==> src/hw/rtl/lbc_pkg.sv <==
`default_nettype none
package lbc_pkg;

	localparam int HW_LAYERS      = 5;
	localparam int NUM_LAYERS_DEF = 5;
	localparam int NUM_CH         = 3;
	localparam int CH_W           = 8;
	localparam int PIX_W          = NUM_CH * CH_W;
	localparam int OP_W           = 7;
	localparam int MODE_W         = 2;
	localparam int ADDR_W         = 5;
	localparam int IDX_W          = ADDR_W - 2;
	localparam int PROD_W         = OP_W + CH_W;
	localparam int X_W            = PROD_W + CH_W;
	localparam int RCP_W          = 24;
	localparam int Q_W            = X_W + RCP_W;
	localparam int DIV_SHIFT      = 30;

	localparam logic [RCP_W-1:0] DIV_RCP = 24'd10737419;

	localparam logic [OP_W-1:0] OPACITY_MAX = 7'd100;

	localparam logic [MODE_W-1:0] MODE_NORMAL   = 2'd0;
	localparam logic [MODE_W-1:0] MODE_MULTIPLY = 2'd1;
	localparam logic [MODE_W-1:0] MODE_DARKEN   = 2'd2;
	localparam logic [MODE_W-1:0] MODE_LIGHTEN  = 2'd3;

	localparam logic [IDX_W-1:0] REG_ENABLE        = 3'd0;
	localparam logic [IDX_W-1:0] REG_MODES         = 3'd1;
	localparam logic [IDX_W-1:0] REG_OPACITY0      = 3'd2;
	localparam logic [IDX_W-1:0] REG_OPACITY_LAST  = 3'd6;

	typedef logic [PIX_W-1:0] pix_t;

	typedef struct packed {
		pix_t                  acc;
		pix_t [HW_LAYERS-1:0]  layer;
	} lbc_item_t;

	typedef struct packed {
		logic              enable;
		logic [MODE_W-1:0] mode;
		logic [OP_W-1:0]   opacity;
	} lbc_layer_cfg_t;

endpackage
`default_nettype wire

==> src/hw/rtl/lbc_blend_stage.sv <==
`default_nettype none
module lbc_blend_stage import lbc_pkg::*; #(
	parameter int LAYER = 0
) (
	input  wire logic           clk,
	input  wire logic           arst_n,
	input  wire lbc_layer_cfg_t cfg,
	input  wire logic           in_valid,
	output logic                in_ready,
	input  wire lbc_item_t      in_item,
	output logic                out_valid,
	input  wire logic           out_ready,
	output lbc_item_t           out_item
);

	logic      v_s1, v_s2, v_s3;
	logic      en_s1, en_s2, en_s3;
	lbc_item_t item_s1, item_s2, item_s3;
	logic [OP_W-1:0] op_inv;

	assign en_s3    = !v_s3 || out_ready;
	assign en_s2    = !v_s2 || en_s3;
	assign en_s1    = !v_s1 || en_s2;
	assign in_ready = en_s1;
	assign out_valid = v_s3;
	assign op_inv   = OPACITY_MAX - cfg.opacity;

	always_ff @(posedge clk or negedge arst_n) begin
		if (!arst_n) begin
			v_s1 <= 1'b0;
			v_s2 <= 1'b0;
			v_s3 <= 1'b0;
		end else begin
			if (en_s1) v_s1 <= in_valid;
			if (en_s2) v_s2 <= v_s1;
			if (en_s3) v_s3 <= v_s2;
		end
	end

	always_ff @(posedge clk) begin
		if (en_s1) item_s1 <= in_item;
		if (en_s2) item_s2 <= item_s1;
	end

	pix_t acc_next;

	for (genvar ch = 0; ch < NUM_CH; ch++) begin : g_ch
		logic [CH_W-1:0]   p, r, c, r_s1, r_s2, res;
		logic [PROD_W-1:0] prod_a_s1, prod_b_s1;
		logic [X_W-1:0]    x, x_s2;
		logic [Q_W-1:0]    q;

		assign p    = in_item.layer[LAYER][ch*CH_W +: CH_W];
		assign r    = in_item.acc[ch*CH_W +: CH_W];
		assign r_s1 = item_s1.acc[ch*CH_W +: CH_W];
		assign r_s2 = item_s2.acc[ch*CH_W +: CH_W];

		always_comb begin
			case (cfg.mode)
				MODE_DARKEN: c = (r < p) ? r : p;
				MODE_LIGHTEN: c = (r > p) ? r : p;
				default: c = p;
			endcase
		end

		always_ff @(posedge clk) begin
			if (en_s1) begin
				prod_a_s1 <= PROD_W'(cfg.opacity) * PROD_W'(c);
				prod_b_s1 <= PROD_W'(op_inv) * PROD_W'(r);
			end
		end

		always_comb begin
			if (cfg.mode == MODE_MULTIPLY) begin
				x = X_W'(prod_a_s1) * X_W'(r_s1);
			end else begin
				x = X_W'(prod_a_s1) + X_W'(prod_b_s1);
			end
		end

		always_ff @(posedge clk) begin
			if (en_s2) x_s2 <= x;
		end

		assign q = Q_W'(x_s2) * Q_W'(DIV_RCP);

		always_comb begin
			if (!cfg.enable) begin
				res = r_s2;
			end else if (cfg.mode == MODE_MULTIPLY) begin
				res = q[DIV_SHIFT+CH_W +: CH_W];
			end else begin
				res = q[DIV_SHIFT +: CH_W];
			end
		end

		assign acc_next[ch*CH_W +: CH_W] = res;
	end

	always_ff @(posedge clk) begin
		if (en_s3) begin
			item_s3.layer <= item_s2.layer;
			item_s3.acc   <= acc_next;
		end
	end

	assign out_item = item_s3;

endmodule
`default_nettype wire

==> config.mk <==
export PLATFORM = sky130hd
export DESIGN_NAME = lbc_blend_stage
export DESIGN_NICKNAME = d
export VERILOG_FILES = /design/src/hw/rtl/lbc_pkg.sv /design/src/hw/rtl/lbc_blend_stage.sv
export SDC_FILE = /design/constraint.sdc
export NUM_CORES = 2
export LEC_CHECK = 0
export BUFFER_PORTS_ARGS = -buffer_cell sky130_fd_sc_hd__buf_2
export CAP_MARGIN = 20
export CORE_ASPECT_RATIO = 0.75
export CORE_MARGIN = 8
export CORE_UTILIZATION = 60
export CTS_CLUSTER_SIZE = 20
export DETAILED_ROUTE_END_ITERATION = 16
export GPL_TIMING_DRIVEN = 0
export HOLD_SLACK_MARGIN = 0.08
export PLACE_DENSITY = 0.8
export SLEW_MARGIN = 15
export SYNTH_ARGS = -nofsm -noshare
export SYNTH_HDL_FRONTEND = slang
export SYNTH_SLANG_ARGS = --single-unit
==> constraint.sdc <==
create_clock -name clk -period 13.15 [get_ports clk]
set_input_delay 1.315 -clock clk [delete_from_list [all_inputs] [get_ports clk]]
set_output_delay 1.315 -clock clk [all_outputs]
set_load 0.005 [all_outputs]
### After elaboration in Yosys (flattened, before gate mapping)

Index checks and enable logic that the tools add are counted.
W data, S select, Z words.

| word-level totals | value |
|---|---|
| output and inout bits | 146 |
| input bits | 158 |
| flip-flop bits (word level) | 594 |

| operators by class | value |
|---|---|
| multiply operators | 12 |
| eq/ne operators | 3 |
| multiplexer cells | 18 |
| $lt $le $gt $ge | 6 |
| add/sub/neg operators | 4 |
| reduce and logical (&&, ||, !) cells | 6 |

Operators with widths:

| cell | count |
|---|---|
| $mul A23 B24 Y46 const B | 3 |
| $mux W8 | 12 |
| $mul A7 B8 Y15 | 6 |
| $mul A15 B8 Y23 | 3 |
| $mux W23 | 3 |
| $add A15 B15 Y16 | 3 |
| $pmux W8 S2 | 3 |
| $gt A8 B8 Y1 | 3 |
| $lt A8 B8 Y1 | 3 |
| $sub A7 B7 Y7 const A | 1 |
| $eq A2 B2 Y1 const B | 2 |
| $logic_not A1 Y1 | 3 |
| $logic_or A1 B1 Y1 | 3 |
| $eq A2 B1 Y1 const B | 1 |

### Depth between registers and ports, before layout

| logic depth | value |
|---|---|
| word-level depth | 4 |
| mapped depth | 30 |
| gate-level depth less buffers | 30 |

### Worst setup path before layout

No wires, ideal clock.

| timing | value |
|---|---|
| kind | input port to flip-flop |
| start point | input port out_ready |
| end point | register g_ch[0].prod_a_s1[0] (enable) |
| setup time | 2.908 ns |
| path slack | 2.443 ns |
| required time | 10.242 ns |
| arrival time | 7.799 ns |
| buffers on the path | 0 |
| stages | 1 |
| cell sequence | nand4b_1 |

| on the way | value |
|---|---|
| cells in the longest elaborated chain, start to end | 3 |

Ends and longest elaborated chain:

| element | line | text |
|---|---|---|
| start, declared | lbc_blend_stage.sv:12 | `input wire logic out_ready,` |
| $logic_or A1 B1 Y1 | lbc_blend_stage.sv:21 | `assign en_s3 = !v_s3 \|\| out_ready;` |
| $logic_or A1 B1 Y1 | lbc_blend_stage.sv:22 | `assign en_s2 = !v_s2 \|\| en_s3;` |
| $logic_or A1 B1 Y1 | lbc_blend_stage.sv:23 | `assign en_s1 = !v_s1 \|\| en_s2;` |
| end signal, assigned | lbc_blend_stage.sv:68 | `prod_a_s1 <= PROD_W'(cfg.opacity) * PROD_W'(c);` |
| end, declared | lbc_blend_stage.sv:49 | `logic [PROD_W-1:0] prod_a_s1, prod_b_s1;` |

Every way passes these cells.
A chain may end at the register's enable or synchronous reset.

### Worst setup path in the final report

| timing | value |
|---|---|
| start point | register g_ch[1].x_s2[6] |
| end point | register item_s3 (netlist bit out_item[128]), data pin |

| on the way | value |
|---|---|
| cells in the longest elaborated chain, start to end | 3 |

Ends and longest elaborated chain:

| element | line | text |
|---|---|---|
| start, declared | lbc_blend_stage.sv:50 | `logic [X_W-1:0] x, x_s2;` |
| start signal, assigned | lbc_blend_stage.sv:82 | `if (en_s2) x_s2 <= x;` |
| $mul A23 B24 Y46 | lbc_blend_stage.sv:85 | `assign q = Q_W'(x_s2) * Q_W'(DIV_RCP);` |
| $mux W8 | lbc_blend_stage.sv:90 | `end else if (cfg.mode == MODE_MULTIPLY) begin` |
| $mux W8 | lbc_blend_stage.sv:88 | `if (!cfg.enable) begin` |
| named net g_ch[1].res[0] | lbc_blend_stage.sv:48 | `logic [CH_W-1:0] p, r, c, r_s1, r_s2, res;` |
| end, declared | lbc_blend_stage.sv:18 | `lbc_item_t item_s1, item_s2, item_s3;` |

The timed path passes the listed nets, and every way through them passes these cells.

==> run metrics <==
Placeable Area roughly 110000 um^2; hold path start item_s1[56]$_DFFE_PP_; Period Utilization, post-route 0.619; Nets 8905; syn nets between 8000 and 9000; Residual DRC 0; Detail Route Antenna Nets 0; Yosys reg bits about 590; largest net degree at the start of global routing 49; CTS tree done; Syn Inst Count 6228; data arrival time of the critical path 8.56 ns; CP dominant cell by count fa_1; H-tree depth 3; R2R setup slack 5.02 ns; clock buffer depth 3; crit-path cells inv_1, fa_1, inv_1, fa_1, inv_1, fa_1, fa_1, inv_1, fa_1, fa_1, inv_1, fa_1, inv_1, ha_1, nand4_1, nor3_1, nor3b_1, o311ai_1, o21ai_0, a31oi_1, xnor2_1, a21oi_1, a21oi_1; number of CTS-inserted buffers 67; Worst setup SP type flip-flop; library cells used by synthesis 70; mean post-synth cell area 11.1 um^2; number of max-cap violations 0; Seq/Total Area, Yosys 0.258; CP peak stage delay 0.72 ns; dominant cell type by area after synthesis fa_1; CP startpoint g_ch[1].x_s2[6]$_DFFE_PP_; slowest stage cell, crit path nor3b_1; initial antenna violation count 13; FMAX 123 MHz; grt total ovfl 0; Synth Flop Type edfxtp_1; Layout area overhead 9.14%; vias in the first global route 49000; Clock Skews approximately 0.032 ns; FF-to-FF End out_item[128]$_DFFE_PP_; Slew HR 0.255; Worst-path clk slew 0.06 ns; Die Height around 310 um; crit path time final between 8 and 9 ns; Post-Route WL around 180000 um; vias per inst around 5.7; cell depth of the worst flop-to-flop path 23; post-DR wirelength/cell 21.8 um; CP endpoint kind flip-flop; clk_lat worst skew 0.65 ns; DRT iter0 DRCs 4056; share of cells above drive strength 1 0.0713; CP endpoint out_item[128]$_DFFE_PP_; Final Max Slew Viols 0; Site Rows 108; Num Clock Sinks 594; class of the worst hold path flip-flop to flip-flop; die span in x just over 400 um; YS warnings 0; actual slew at the worst max-slew pin 1.12 ns; share of the synthesized area in the top cell type 0.287; WP data required 13.58 ns; Final Hold Viols 0; number of I/O pins between 300 and 400; Synth area leaders fa_1 29%, edfxtp_1 26%, ha_1 20%, inv_1 7.4%, and2_1 2.4%; Routability Congestion about 1; synthesized area 69200 um^2; initial core utilization 0.601; I/O Buffers 299; Post-synth EDFFs 591; status complete, no violations; Reg-to-Reg Start g_ch[1].x_s2[6]$_DFFE_PP_; setup repair after global routing missed its margin false; CP Class flip-flop to flip-flop; Die ar. 127000 um^2; Fillers approximately 8500; hpwl dp 150000 um; maximum fanout along the worst path 7; Post-CTS Hold Buffers 0; Storage cell area between 15000 and 20000 um^2; via count 46700; CTS Root Cell clkbuf_16; first-pass GRT wire length 278000 um; area occupied by multi-input gates around 46000 um^2; overall global routing resource usage 0.282; hold slack 0.396 ns; Final setup viols 0; post-CTS setup buffers 0; CTS resizes 0; iteration count of the initial detailed-routing pass 5; Async S/R FF share, synth 0.00505
## state kept, by name (all words and copies together), names as in the netlist
name and count:
item_s1 120, item_s2 120, v_s2 1, g_ch.r_s2 24, out_item 144, g_ch.prod_b_s1 45, out_valid 1, g_ch.r_s1 24
v_s1 1, g_ch.prod_a_s1 45, g_ch.x_s2 69
## cell type report
| class | count | area share |
|---|---|---|
| Sequential cell | 594 | 0.236 |
| Tap cell | 1540 | 0.0255 |
| Inverter | 1363 | 0.0678 |
| Clock inverter | 49 | 0.00807 |
| Antenna cell | 8 | 0.000265 |
| Buffer | 83 | 0.00413 |
| Clock buffer | 73 | 0.0225 |
| Timing Repair Buffer | 340 | 0.0272 |
| Multi-Input combinational cell | 4188 | 0.608 |
## worst max-delay path: cells and delay by family, from the launching register on
family          cells  cell delay (ns)
compound gates      5             1.57
flops               1             0.62
simple gates        3             1.15
fa+ha+maj           8             3.76
buf+inv             6             0.48
xor+xnor            1             0.33
## cells in the mapped netlist, types with 5 or more instances
cell type     n
and3_1       25
nand2b_1     60
nor2_1      196
a211o_1       7
clkbuf_1     74
a2111oi_0     7
o21a_1       11
a21oi_1     197
xor2_1       54
o211ai_1     13
a211oi_1     16
o41ai_1      11
a31oi_1      18
nor3b_1       6
o31ai_1      13
nand4_1      18
or2_2        12
xnor2_1     147
mux2i_1      22
o41a_1        6
and2_1      261
or3_1        15
fa_1        993
a21o_1       76
inv_1      1361
o221ai_1      8
and4_1        6
nand3_1      43
edfxtp_1    591
ha_1       1117
a31o_2        6
mux2_2        6
nor3_1       63
a221o_1       8
nor2b_1      98
buf_1         9
o21ai_0     110
o21bai_1     36
a21boi_0      7
nand4b_1      7
nand2_1     434
nor4_1        5
## worst min path at each step
stage                              endpoint  depth (start not counted)
finish                item_s2[56]$_DFFE_PP_                          0
global route          out_item[0]$_DFFE_PP_                          0
CTS                  out_item[21]$_DFFE_PP_                          0
detailed placement   item_s2[109]$_DFFE_PP_                          0
global placement    out_item[109]$_DFFE_PP_                          0
floorplan              item_s2[0]$_DFFE_PP_                          0
## kinds of logic (layout without fill, tap and decap cells)
group                      after synthesis  in the layout  synth area share
adders and majority gates             2110           2110             0.489
xor gates and xnor gates               201            201            0.0255
and+or+nand+nor                       1262           1262            0.0905
buffers and inverters                 1446           1908            0.0785
AOI/OAI and AO/OA                      587            587            0.0542
muxes                                   28             28           0.00416
DFF                                    594            594             0.258
other                                    0              8                 0
## metal layers
metal	wire length, um	GRT usage
met4	4860	0.0735
met3	20400	0.0766
met1	76400	0.405
met5	61	0
met2	78100	0.427
## metrics by stage
stage                     setup TNS [ns]  area, um^2   util  setup WS (ns)  instances
after floorplan                        0       69200      -           2.44       6228
after global placement           -490.22       72600  0.631          -2.13       8067
after detailed placement               0       73100  0.636           4.71       8106
after CTS                              0       75400  0.656           4.91       8228
after global routing                   0       75500  0.656           4.62       8234
final                                  0       75500  0.656           5.02       8238
## layout by cell type, fill, tap and decap left out, types with 80 or more instances in the layout
cell type and n:
buf_2 299, a21oi_1 197, nor2_1 196, ha_1 1117, fa_1 993, inv_1 1361, xnor2_1 147, edfxtp_1 591
nor2b_1 98, nand2_1 434, and2_1 261, o21ai_0 110, clkbuf_1 80
Power is not shown: default switching activity piles up to over one toggle a cycle in this logic, so the estimate is an artifact.
