**src/hw/rtl/lbc_pkg.sv**
```systemverilog
`default_nettype none
package lbc_pkg;

	localparam int HW_LAYERS      = 5;
	localparam int NUM_LAYERS_DEF = 5;
	localparam int NUM_CH         = 3;
	localparam int CH_W           = 8;
	localparam int PIX_W          = NUM_CH * CH_W;
	localparam int OP_W           = 7;
	localparam int MODE_W         = 2;
	localparam int ADDR_W         = 5;
	localparam int IDX_W          = ADDR_W - 2;
	localparam int PROD_W         = OP_W + CH_W;
	localparam int X_W            = PROD_W + CH_W;
	localparam int RCP_W          = 24;
	localparam int Q_W            = X_W + RCP_W;
	localparam int DIV_SHIFT      = 30;

	localparam logic [RCP_W-1:0] DIV_RCP = 24'd10737419;

	localparam logic [OP_W-1:0] OPACITY_MAX = 7'd100;

	localparam logic [MODE_W-1:0] MODE_NORMAL   = 2'd0;
	localparam logic [MODE_W-1:0] MODE_MULTIPLY = 2'd1;
	localparam logic [MODE_W-1:0] MODE_DARKEN   = 2'd2;
	localparam logic [MODE_W-1:0] MODE_LIGHTEN  = 2'd3;

	localparam logic [IDX_W-1:0] REG_ENABLE        = 3'd0;
	localparam logic [IDX_W-1:0] REG_MODES         = 3'd1;
	localparam logic [IDX_W-1:0] REG_OPACITY0      = 3'd2;
	localparam logic [IDX_W-1:0] REG_OPACITY_LAST  = 3'd6;

	typedef logic [PIX_W-1:0] pix_t;

	typedef struct packed {
		pix_t                  acc;
		pix_t [HW_LAYERS-1:0]  layer;
	} lbc_item_t;

	typedef struct packed {
		logic              enable;
		logic [MODE_W-1:0] mode;
		logic [OP_W-1:0]   opacity;
	} lbc_layer_cfg_t;

endpackage
`default_nettype wire

```
**src/hw/rtl/lbc_cfg_regs.sv**
```systemverilog
`default_nettype none
module lbc_cfg_regs import lbc_pkg::*; (
	input  wire logic               clk,
	input  wire logic               arst_n,
	input  wire logic               psel,
	input  wire logic               penable,
	input  wire logic               pwrite,
	input  wire logic [ADDR_W-1:0]  paddr,
	input  wire logic [31:0]        pwdata,
	output logic      [31:0]        prdata,
	output logic                    pready,
	output lbc_layer_cfg_t [HW_LAYERS-1:0] cfg
);

	logic [HW_LAYERS-1:0]          enable_q;
	logic [MODE_W*HW_LAYERS-1:0]   modes_q;
	logic [OP_W-1:0]               opacity_q [HW_LAYERS];
	logic [IDX_W-1:0]              idx;
	logic [IDX_W-1:0]              op_idx;
	logic                          wr_en;

	assign idx    = paddr[ADDR_W-1:2];
	assign op_idx = IDX_W'(idx - REG_OPACITY0);
	assign wr_en  = psel && penable && pwrite && pready;
	assign pready = 1'b1;

	always_ff @(posedge clk or negedge arst_n) begin
		if (!arst_n) begin
			enable_q <= HW_LAYERS'(1);
			modes_q  <= {HW_LAYERS{MODE_NORMAL}};
			for (int n = 0; n < HW_LAYERS; n++) begin
				opacity_q[n] <= OPACITY_MAX;
			end
		end else if (wr_en) begin
			case (idx) inside
				REG_ENABLE: enable_q <= pwdata[HW_LAYERS-1:0];
				REG_MODES: modes_q <= pwdata[MODE_W*HW_LAYERS-1:0];
				[REG_OPACITY0:REG_OPACITY_LAST]: opacity_q[op_idx] <= pwdata[OP_W-1:0];
				default: ;
			endcase
		end
	end

	always_comb begin
		case (idx) inside
			REG_ENABLE: prdata = 32'(enable_q);
			REG_MODES: prdata = 32'(modes_q);
			[REG_OPACITY0:REG_OPACITY_LAST]: prdata = 32'(opacity_q[op_idx]);
			default: prdata = 32'd0;
		endcase
	end

	always_comb begin
		for (int n = 0; n < HW_LAYERS; n++) begin
			cfg[n].enable  = enable_q[n];
			cfg[n].mode    = modes_q[MODE_W*n +: MODE_W];
			cfg[n].opacity = (opacity_q[n] > OPACITY_MAX) ? OPACITY_MAX : opacity_q[n];
		end
	end

endmodule
`default_nettype wire

```
**config.mk**
```make
export PLATFORM = sky130hd
export DESIGN_NAME = lbc_cfg_regs
export DESIGN_NICKNAME = d
export VERILOG_FILES = /design/src/hw/rtl/lbc_pkg.sv /design/src/hw/rtl/lbc_cfg_regs.sv
export SDC_FILE = /design/constraint.sdc
export NUM_CORES = 1
export LEC_CHECK = 0
export BUFFER_PORTS_ARGS = -buffer_cell sky130_fd_sc_hd__buf_4
export CORE_MARGIN = 2
export CORE_UTILIZATION = 45
export CTS_BUF_LIST = sky130_fd_sc_hd__clkbuf_4 sky130_fd_sc_hd__clkbuf_8
export DETAILED_ROUTE_END_ITERATION = 12
export PLACE_DENSITY = 0.73
export SYNTH_ARGS = -nofsm -noshare
export SYNTH_HDL_FRONTEND = slang
export SYNTH_SLANG_ARGS = --single-unit
```
**constraint.sdc**
```tcl
create_clock -name clk -period 2.8 [get_ports clk]
set_input_delay 0.42 -clock clk [delete_from_list [all_inputs] [get_ports clk]]
set_output_delay 0.42 -clock clk [all_outputs]
set_load 0.02 [all_outputs]
```
# Word level (Yosys, flattened, before mapping)
# Index checks and enable logic that the tools add are counted.
[classes] addsub=1 magnitude_cmp=9 eq_ne=1 n_mux=14 bitwise_logic=3 n_reduce_logical=8
[ops] cell="two-way mux 7 bit" n=9
[ops] cell="bitwise mux 35 bit" n=1
[ops] cell="greater-than comparator 7 bit (second input constant)" n=5
[ops] cell="binary-select mux 7 bit (select 3 bit)" n=1
[ops] cell="demux 7 bit (select 3 bit)" n=1
[ops] cell="two-way mux 10 bit" n=2
[ops] cell="greater-or-equal comparator 4 bit (second input constant)" n=1
[ops] cell="logical AND 1 bit" n=4
[ops] cell="less-than comparator 4 x 1 -> 1 bit (second input constant)" n=1
[ops] cell="NOT 3 -> 4 bit" n=1
[ops] cell="AND reduction 4 bit" n=1
[ops] cell="== test 3 x 1 -> 1 bit (second input constant)" n=1
[ops] cell="greater-or-equal comparator 3 x 2 -> 1 bit (second input constant)" n=1
[ops] cell="less-or-equal comparator 3 bit (second input constant)" n=1
[ops] cell="zero test 3 bit" n=1
[ops] cell="AND reduction 3 bit" n=1
[ops] cell="subtractor 3 x 2 -> 3 bit (second input constant)" n=1
[ops] cell="NOT 1 bit" n=2
[ops] cell="AND reduction 2 bit" n=1
[word_totals] regBits=50 output_inout_bits=83 word_cells=43

# Depth between registers and ports, before layout
# Gate-level depths: netlist of run 1.
[depth] ltp_word=8 ltp_mapped=8 ltp_nobuf=6

# Worst setup path before layout of run 1
# No wires, ideal clock.
[synth_timing] path_kind="in2out" start="in paddr[3]" end="out prdata[5]" t_arrival_ns=2.249 t_required_ns=2.380 path_slack_ns=0.131 cell_stages=8 path_cell_list="buf_4 > inv_1 > ha_1 > buf_1 > nand2_1 > nor2_1 > a21oi_1 > o31ai_1"
[synth_between] elab_chain_cells=8 elab_cells_between_ends=13
[synth_lines] item="from (decl)" line_no="lbc_cfg_regs.sv:8" rtl="input wire logic [ADDR_W-1:0] paddr,"
[synth_lines] item="subtractor 3 x 2 -> 3 bit" line_no="lbc_cfg_regs.sv:23" rtl="assign op_idx = IDX_W'(idx - REG_OPACITY0);"
[synth_lines] item="NOT 3 -> 4 bit (not written as such)" line_no="lbc_cfg_regs.sv:48" rtl="[REG_OPACITY0:REG_OPACITY_LAST]: prdata = 32'(opacity_q[op_idx]);"
[synth_lines] item="binary-select mux 7 bit (select 3 bit)" line_no="lbc_cfg_regs.sv:48"
[synth_lines] item="two-way mux 7 bit (not written as such) (2 in series)" line_no="lbc_cfg_regs.sv:48"
[synth_lines] item="two-way mux 7 bit" line_no="lbc_cfg_regs.sv:45" rtl="case (idx) inside"
[synth_lines] item="two-way mux 10 bit" line_no="lbc_cfg_regs.sv:45"
[synth_lines] item="two-way mux 10 bit (*)" line_no="lbc_cfg_regs.sv:45"
[synth_lines] item="to (decl)" line_no="lbc_cfg_regs.sv:10" rtl="output logic [31:0] prdata,"
# Mark *: on every way between the ends. The rest lies on a longest branch, timed or not. The select of a mux whose other input is x is not followed.

# Worst setup path in the final report of run 1
[layout_timing] start="in paddr[4]" end="out prdata[3]"
# Same word-level chain as after synthesis.

==> summary.md, run 1 <==
| Metric | Value |
|---|---|
| Routed Antenna Nets | `0` |
| R2R Path Start | `opacity_q[10]` |
| M3 GR Usage | `5.00%` |
| Sink Count | `50` |
| Worst Path Arrival | `2050 ps` |
| Num CTS Buffers | `5` |
| CP Class | `primary input to primary output` |
| Worst-Margin Slew | `618 ps` |
| Synth Register Bits | `50` |
| Share of post-route cells with drive strength above 1 | `47.4%` |
| Postcts setup bufs | `0` |
| Max-slew headroom | `58.8%` |
| Final hold vios | `0` |
| Most utilized layer in the global route result | `met2` |
| PwrDens | `587 nW/um^2` |
| Critical-path top delay cell | `ha_1` |
| Post-route cell area | `3670 sq um` |
| Placed cell count | `417` |
| Layout net count | `393` |
| # hold bufs at CTS | `0` |
| Cell Rows | `29` |
| H-tree Lvls | `2` |
| Hold Path Class | `primary input to asynchronous set/reset pin` |
| Worst R2R Path Depth | `1` |
| Initial Util | `47.0%` |
| Post-layout min period | `2470 ps` |
| Fmax achieved | `405 MHz` |
| Violated checks | `design-rule violations` |
| Overall global routing resource usage | `19.9%` |
| Tcrit/Tclk final | `88.1%` |
| CP dominant cell by count | `buf_4` |
| Detailed Route Iter0 Violations | `104` |
| CTS Root Cell | `clkbuf_8` |
| Initial antenna violation count | `0` |
| Syn Area/Cell | `10.8 sq um` |
| First-pass GRT wire length | `11400 microns` |
| Fillcell total | `584` |
| Layout area overhead | `21.8%` |
| Worst r2r dst | `opacity_q[10]` |
| Die area | `7370 sq um` |
| Post-DP HPWL | `5490 microns` |
| DR WL/cell | `17.1 microns` |
| CP startpoint kind | `primary input` |
| Residual DRC count | `9` |
| Total power | `2.16 mW` |
| Number of port buffers | `77` |
| Critical Path RT | `2380 ps` |
| Core footprint | `6420 sq um` |
| Cell Count, Final, Fillers Out | `425` |
| Final TNS setup | `0 ps` |
| Worst-path cell chain | `buf_4, inv_1, ha_1, buf_4, mux2i_1, o22ai_1, o211ai_1, a21oi_1, buf_4` |
| Async set or reset register ratio after synthesis | `100%` |
| Post-synthesis cell area | `3020 sq um` |
| Crit path largest cell delay | `310 ps` |
| Post-synthesis sequential area ratio | `42.2%` |
| Clock Tree Buf Depth | `2` |
| Mapped Cells | `278` |
| Final worst setup slack | `332 ps` |
| Post-synth cell types | `39` |
| Yosys Warn Count | `0` |
| Worst setup EP type | `primary output` |
| GR Util met2 | `32.9%` |
| Setup slack, reg-to-reg | `1970 ps` |
| Routed WL | `7280 microns` |
| Die width | `85.9 microns` |
| Worst skew pair latency | `300 ps` |
| Max cap viols | `0` |
| Vias per Instance | `5.37` |
| CP Max Fanout | `10` |
| Hold WS | `121 ps` |
| # IOs | `125` |
| CTS resizes | `0` |
| Met1 Use GR | `26.5%` |
| GP Congestion | `0.823` |
| Pins Over Slew Limit | `0` |
| Pin count of the biggest net entering global routing | `51` |
| Grt total ovfl | `0` |
| Post-synth top flop | `dfrtp_1` |
| LEAKAGE | `1.77 nW` |
| Layout Skew | `0 ps` |
| Setup-failing EPs final | `0` |
| Reg clk slew, reported paths | `90 ps` |
| First-pass DRT Iterations | `11` |
| Vias post-DR | `2284` |
| EDFF count, synth | `0` |
| Pre-CTS setup slack | `368 ps` |
| Peak VDD IR | `0.000396 V` |
| RSZ-0062 raised after global routing | `false` |
| Die Ht | `85.9 microns` |
| CTS tree | `yes` |
| Status | `complete, but fails checks` |
| Fin util | `57.2%` |
| Inserted Diodes | `0` |
| Number of global-route vias before repair | `2263` |
| Dpl cell area | `3560 sq um` |
[critical path, delay by kind of cell]
kind | cells | cell delay (ps)
AOI/OAI and AO/OA | 3 | 480
adders and majority gates | 1 | 310
muxes | 1 | 240
buffers and inverters | 4 | 590
[report_power, final]
group,switching [mW],internal [mW]
clock,0.230,0.276
sequential,0.107,0.853
combinational,0.374,0.315
total,0.711,1.44
[Yosys cell counts, types with 6 or more instances]
cell type  instances  area, sq um
nor2_1            16         60.1
o21ai_0            6         30.0
mux2i_1           14          140
dfstp_2           16          420
nand2_1            8         30.0
clkbuf_1          12         45.0
buf_4             24          180
dfrtp_1           34          851
a21oi_1            9         45.0
mux2_2            50          563
and2_1            20          125
[layer usage]
| metal | wire (microns) | share of wire [%] |
|---|---|---|
| met4 | 37 | 0.51 |
| met3 | 563 | 7.7 |
| met2 | 3550 | 49 |
| met1 | 3120 | 43 |
| met5 | 0 | 0 |
[placed cells by master, fill, tap and decap left out, types with 2 or more instances in the layout]
cell type | Yosys | final
o311ai_0 | 5 | 5
and3_1 | 5 | 5
o31ai_1 | 2 | 2
mux2i_1 | 14 | 14
o21bai_1 | 5 | 5
nand4_2 | 2 | 2
o22ai_1 | 5 | 5
o211ai_1 | 5 | 5
mux2_2 | 50 | 50
inv_1 | 3 | 3
dfrtp_1 | 34 | 34
a21oi_1 | 9 | 9
and2_1 | 20 | 20
buf_4 | 24 | 83
dfstp_2 | 16 | 16
nor2_1 | 16 | 16
nand3_1 | 4 | 4
nor3b_1 | 5 | 5
ha_1 | 4 | 4
clkbuf_8 | 0 | 5
nand2b_1 | 4 | 4
nand2_1 | 8 | 8
conb_1 | 2 | 23
o21ai_0 | 6 | 6
[cell families (layout without fill, tap and decap cells)]
kind of cell | after synthesis | in the layout | synth area share (%)
AOI/OAI and AO/OA | 42 | 42 | 10.5
adders and majority gates | 4 | 4 | 1.66
buffers and inverters | 46 | 95 | 8.92
DFF | 50 | 50 | 42.2
muxes | 64 | 64 | 23.3
other | 2 | 23 | 0.249
and+or+nand+nor | 70 | 70 | 13.2
[how the worst max path moves through the flow]
stage               startpoint         to  slack, ps  cells past startpoint
global route          paddr[4]  prdata[4]        260                      9
global placement      paddr[4]  prdata[3]        390                      9
floorplan             paddr[3]  prdata[5]        130                      8
finish                paddr[4]  prdata[3]        330                      9
detailed placement    paddr[4]  prdata[3]        370                      9
CTS                   paddr[4]  prdata[3]        360                      9
[cell type report]
class | count | area, sq um | area share [%]
Timing Repair Buffer | 83 | 623 | 17.0
Inverter | 4 | 15.0 | 0.409
Tap cell | 77 | 96.3 | 2.62
Clock inverter | 2 | 37.5 | 1.02
Multi-Input combinational cell | 203 | 1550 | 42.3
Sequential cell | 50 | 1270 | 34.6
Clock buffer | 6 | 76.3 | 2.08
[flip-flops by register name (all words and copies together), names as in the netlist]
register,count
modes_q,10
enable_q,5
opacity_q,35
Note: power is estimated with default switching activity, not from simulation.
==> inputs of run 2 (changes only) <==
--- a/config.mk
+++ b/config.mk
@@ -10,6 +10,7 @@
 export CORE_UTILIZATION = 45
 export CTS_BUF_LIST = sky130_fd_sc_hd__clkbuf_4 sky130_fd_sc_hd__clkbuf_8
 export DETAILED_ROUTE_END_ITERATION = 12
+export GPL_ROUTABILITY_DRIVEN = 1
 export PLACE_DENSITY = 0.73
 export SYNTH_ARGS = -nofsm -noshare
 export SYNTH_HDL_FRONTEND = slang
==> constraint.sdc (replaced) <==
create_clock -name clk -period 2.9 [get_ports clk]
set_input_delay 0.435 -clock clk [delete_from_list [all_inputs] [get_ports clk]]
set_output_delay 0.435 -clock clk [all_outputs]
set_load 0.02 [all_outputs]
==> summary.md, run 2 (synthesis gave the netlist of run 1 again) <==
| Metric | Value |
|---|---|
| Clock network fraction of total power | `21.3%` |
| Die area | `7370 sq um` |
| Clock Tree Buf Depth | `2` |
| Most common cell after layout, fill and taps aside | `buf_4` |
| CP startpoint kind | `primary input` |
| # IOs | `125` |
| Number of port buffers | `77` |
| Worst-Margin Slew | `633 ps` |
| RSZ-0062 raised after global routing | `false` |
| Setup slack, reg-to-reg | `2070 ps` |
| Pin count of the biggest net entering global routing | `51` |
| Switching Power | `0.701 mW` |
| H-tree Lvls | `2` |
| Hold Path Class | `primary input to asynchronous set/reset pin` |
| Sw frac | `34.7%` |
| Tcrit/Tclk final | `93.0%` |
| Inserted Diodes | `0` |
| Post-layout min period | `2700 ps` |
| Layout Skew | `0 ps` |
| Worst skew pair latency | `310 ps` |
| Post-DP HPWL | `5360 microns` |
| CTS Root Cell | `clkbuf_8` |
| CP Class | `primary input to primary output` |
| GP Congestion | `0.833` |
| Sink Count | `50` |
| Total power | `2.02 mW` |
| Num CTS Buffers | `5` |
| First-pass DRT Iterations | `9` |
| Layout net count | `391` |
| CTS tree | `yes` |
| CTS resizes | `0` |
| Hold WS | `123 ps` |
| Sequential Power Share | `45.7%` |
| Initial antenna violation count | `0` |
| Worst Path Arrival | `2260 ps` |
| Cell Rows | `29` |
| Peak VDD IR | `0.000380 V` |
| Fmax achieved | `371 MHz` |
| Core footprint | `6420 sq um` |
| Routed Antenna Nets | `0` |
| Routed WL | `7220 microns` |
| Final hold vios | `0` |
| Largest regs | `opacity_q x35, modes_q x10, enable_q x5` |
| Overall global routing resource usage | `19.7%` |
| Die width | `85.9 microns` |
| Setup-failing EPs final | `0` |
| PwrDens | `555 nW/um^2` |
| DR WL/cell | `17.1 microns` |
| Worst setup EP type | `primary output` |
| Reg clk slew, reported paths | `90 ps` |
| Pins Over Slew Limit | `0` |
| Most frequent cells in the layout | `buf_4, mux2_2, dfrtp_1` |
| Number of global-route vias before repair | `2242` |
| CP Max Fanout | `12` |
| Max-slew headroom | `57.8%` |
| Detailed Route Iter0 Violations | `110` |
| Postcts setup bufs | `0` |
| R2R Path Start | `opacity_q[11]` |
| LEAKAGE | `1.76 nW` |
| Comb pwr share | `33.0%` |
| Max cap viols | `0` |
| Vias per Instance | `5.41` |
| Initial Util | `47.0%` |
| Layout area overhead | `20.7%` |
| Reg with most FFs | `opacity_q` |
| Status | `complete, but fails checks` |
| Vias post-DR | `2287` |
| Final TNS setup | `0 ps` |
| Residual DRC count | `9` |
| # hold bufs at CTS | `0` |
| Pint | `1.32 mW` |
| Worst R2R Path Depth | `1` |
| Share of post-route cells with drive strength above 1 | `47.1%` |
| Critical Path RT | `2470 ps` |
| Violated checks | `design-rule violations` |
| Fillcell total | `570` |
| Worst r2r dst | `opacity_q[11]` |
| First-pass GRT wire length | `11300 microns` |
| Grt total ovfl | `0` |
| Max reg flops | `35` |
| Die Ht | `85.9 microns` |
[run 2: changes by cell type in the layout (fill, tap and decap cells not counted), sizes merged]
cell	change
bufinv	-1
clkinv	+1
buf	-2
[run 2: per-layer routing]
metal | track usage [%] | wire [microns]
met1 | 27.1 | 3160
met3 | 4.14 | 533
met2 | 32.0 | 3440
met4 | 4.76 | 91
met5 | 0 | 0
[run 2: layout make-up]
type / instances / area, sq um / share of cell area [%]
Clock buffer: 6 / 82.6 / 2.27
Clock inverter: 2 / 12.5 / 0.344
Inverter: 4 / 15.0 / 0.413
Multi-Input combinational cell: 203 / 1550 / 42.7
Sequential cell: 50 / 1270 / 34.9
Tap cell: 77 / 96.3 / 2.65
Timing Repair Buffer: 81 / 608 / 16.7
[run 2: power by group through the flow]
stage / Sequential [mW] / Combinational, mW / Clock (mW)
global placement: 0.932 / 0.661 / 0
global route: 0.942 / 0.714 / 0.457
floorplan: 0.954 / 0.387 / 0
finish: 0.924 / 0.666 / 0.430
detailed placement: 0.936 / 0.670 / 0
CTS: 0.924 / 0.672 / 0.438
[run 2: worst max-delay path, stage by stage]
cell,delay [ps]
buf_4,150
inv_1,70
ha_1,580
nand2b_1,230
nor3b_1,270
o211ai_1,150
a21oi_1,200
buf_4,170
[run 2: metrics by stage]
step / instance area (sq um) / setup slack [ps] / cells / utilization [%]
CTS: 3640 / 227 / 423 / 56.7
global placement: 3540 / 267 / 415 / 55.2
floorplan: 3090 / 201 / 299 / -
detailed placement: 3540 / 244 / 415 / 55.2
global route: 3640 / 51.0 / 423 / 56.7
finish: 3640 / 203 / 423 / 56.7
[run 2: worst max-delay path by stage]
stage	startpoint	to	slack, ps	cells past startpoint
finish	paddr[4]	prdata[3]	200	8
global route	paddr[4]	prdata[3]	50	8
CTS	paddr[4]	prdata[3]	230	8
detailed placement	paddr[4]	prdata[4]	240	8
global placement	paddr[4]	prdata[4]	270	8
floorplan	paddr[3]	prdata[5]	200	8
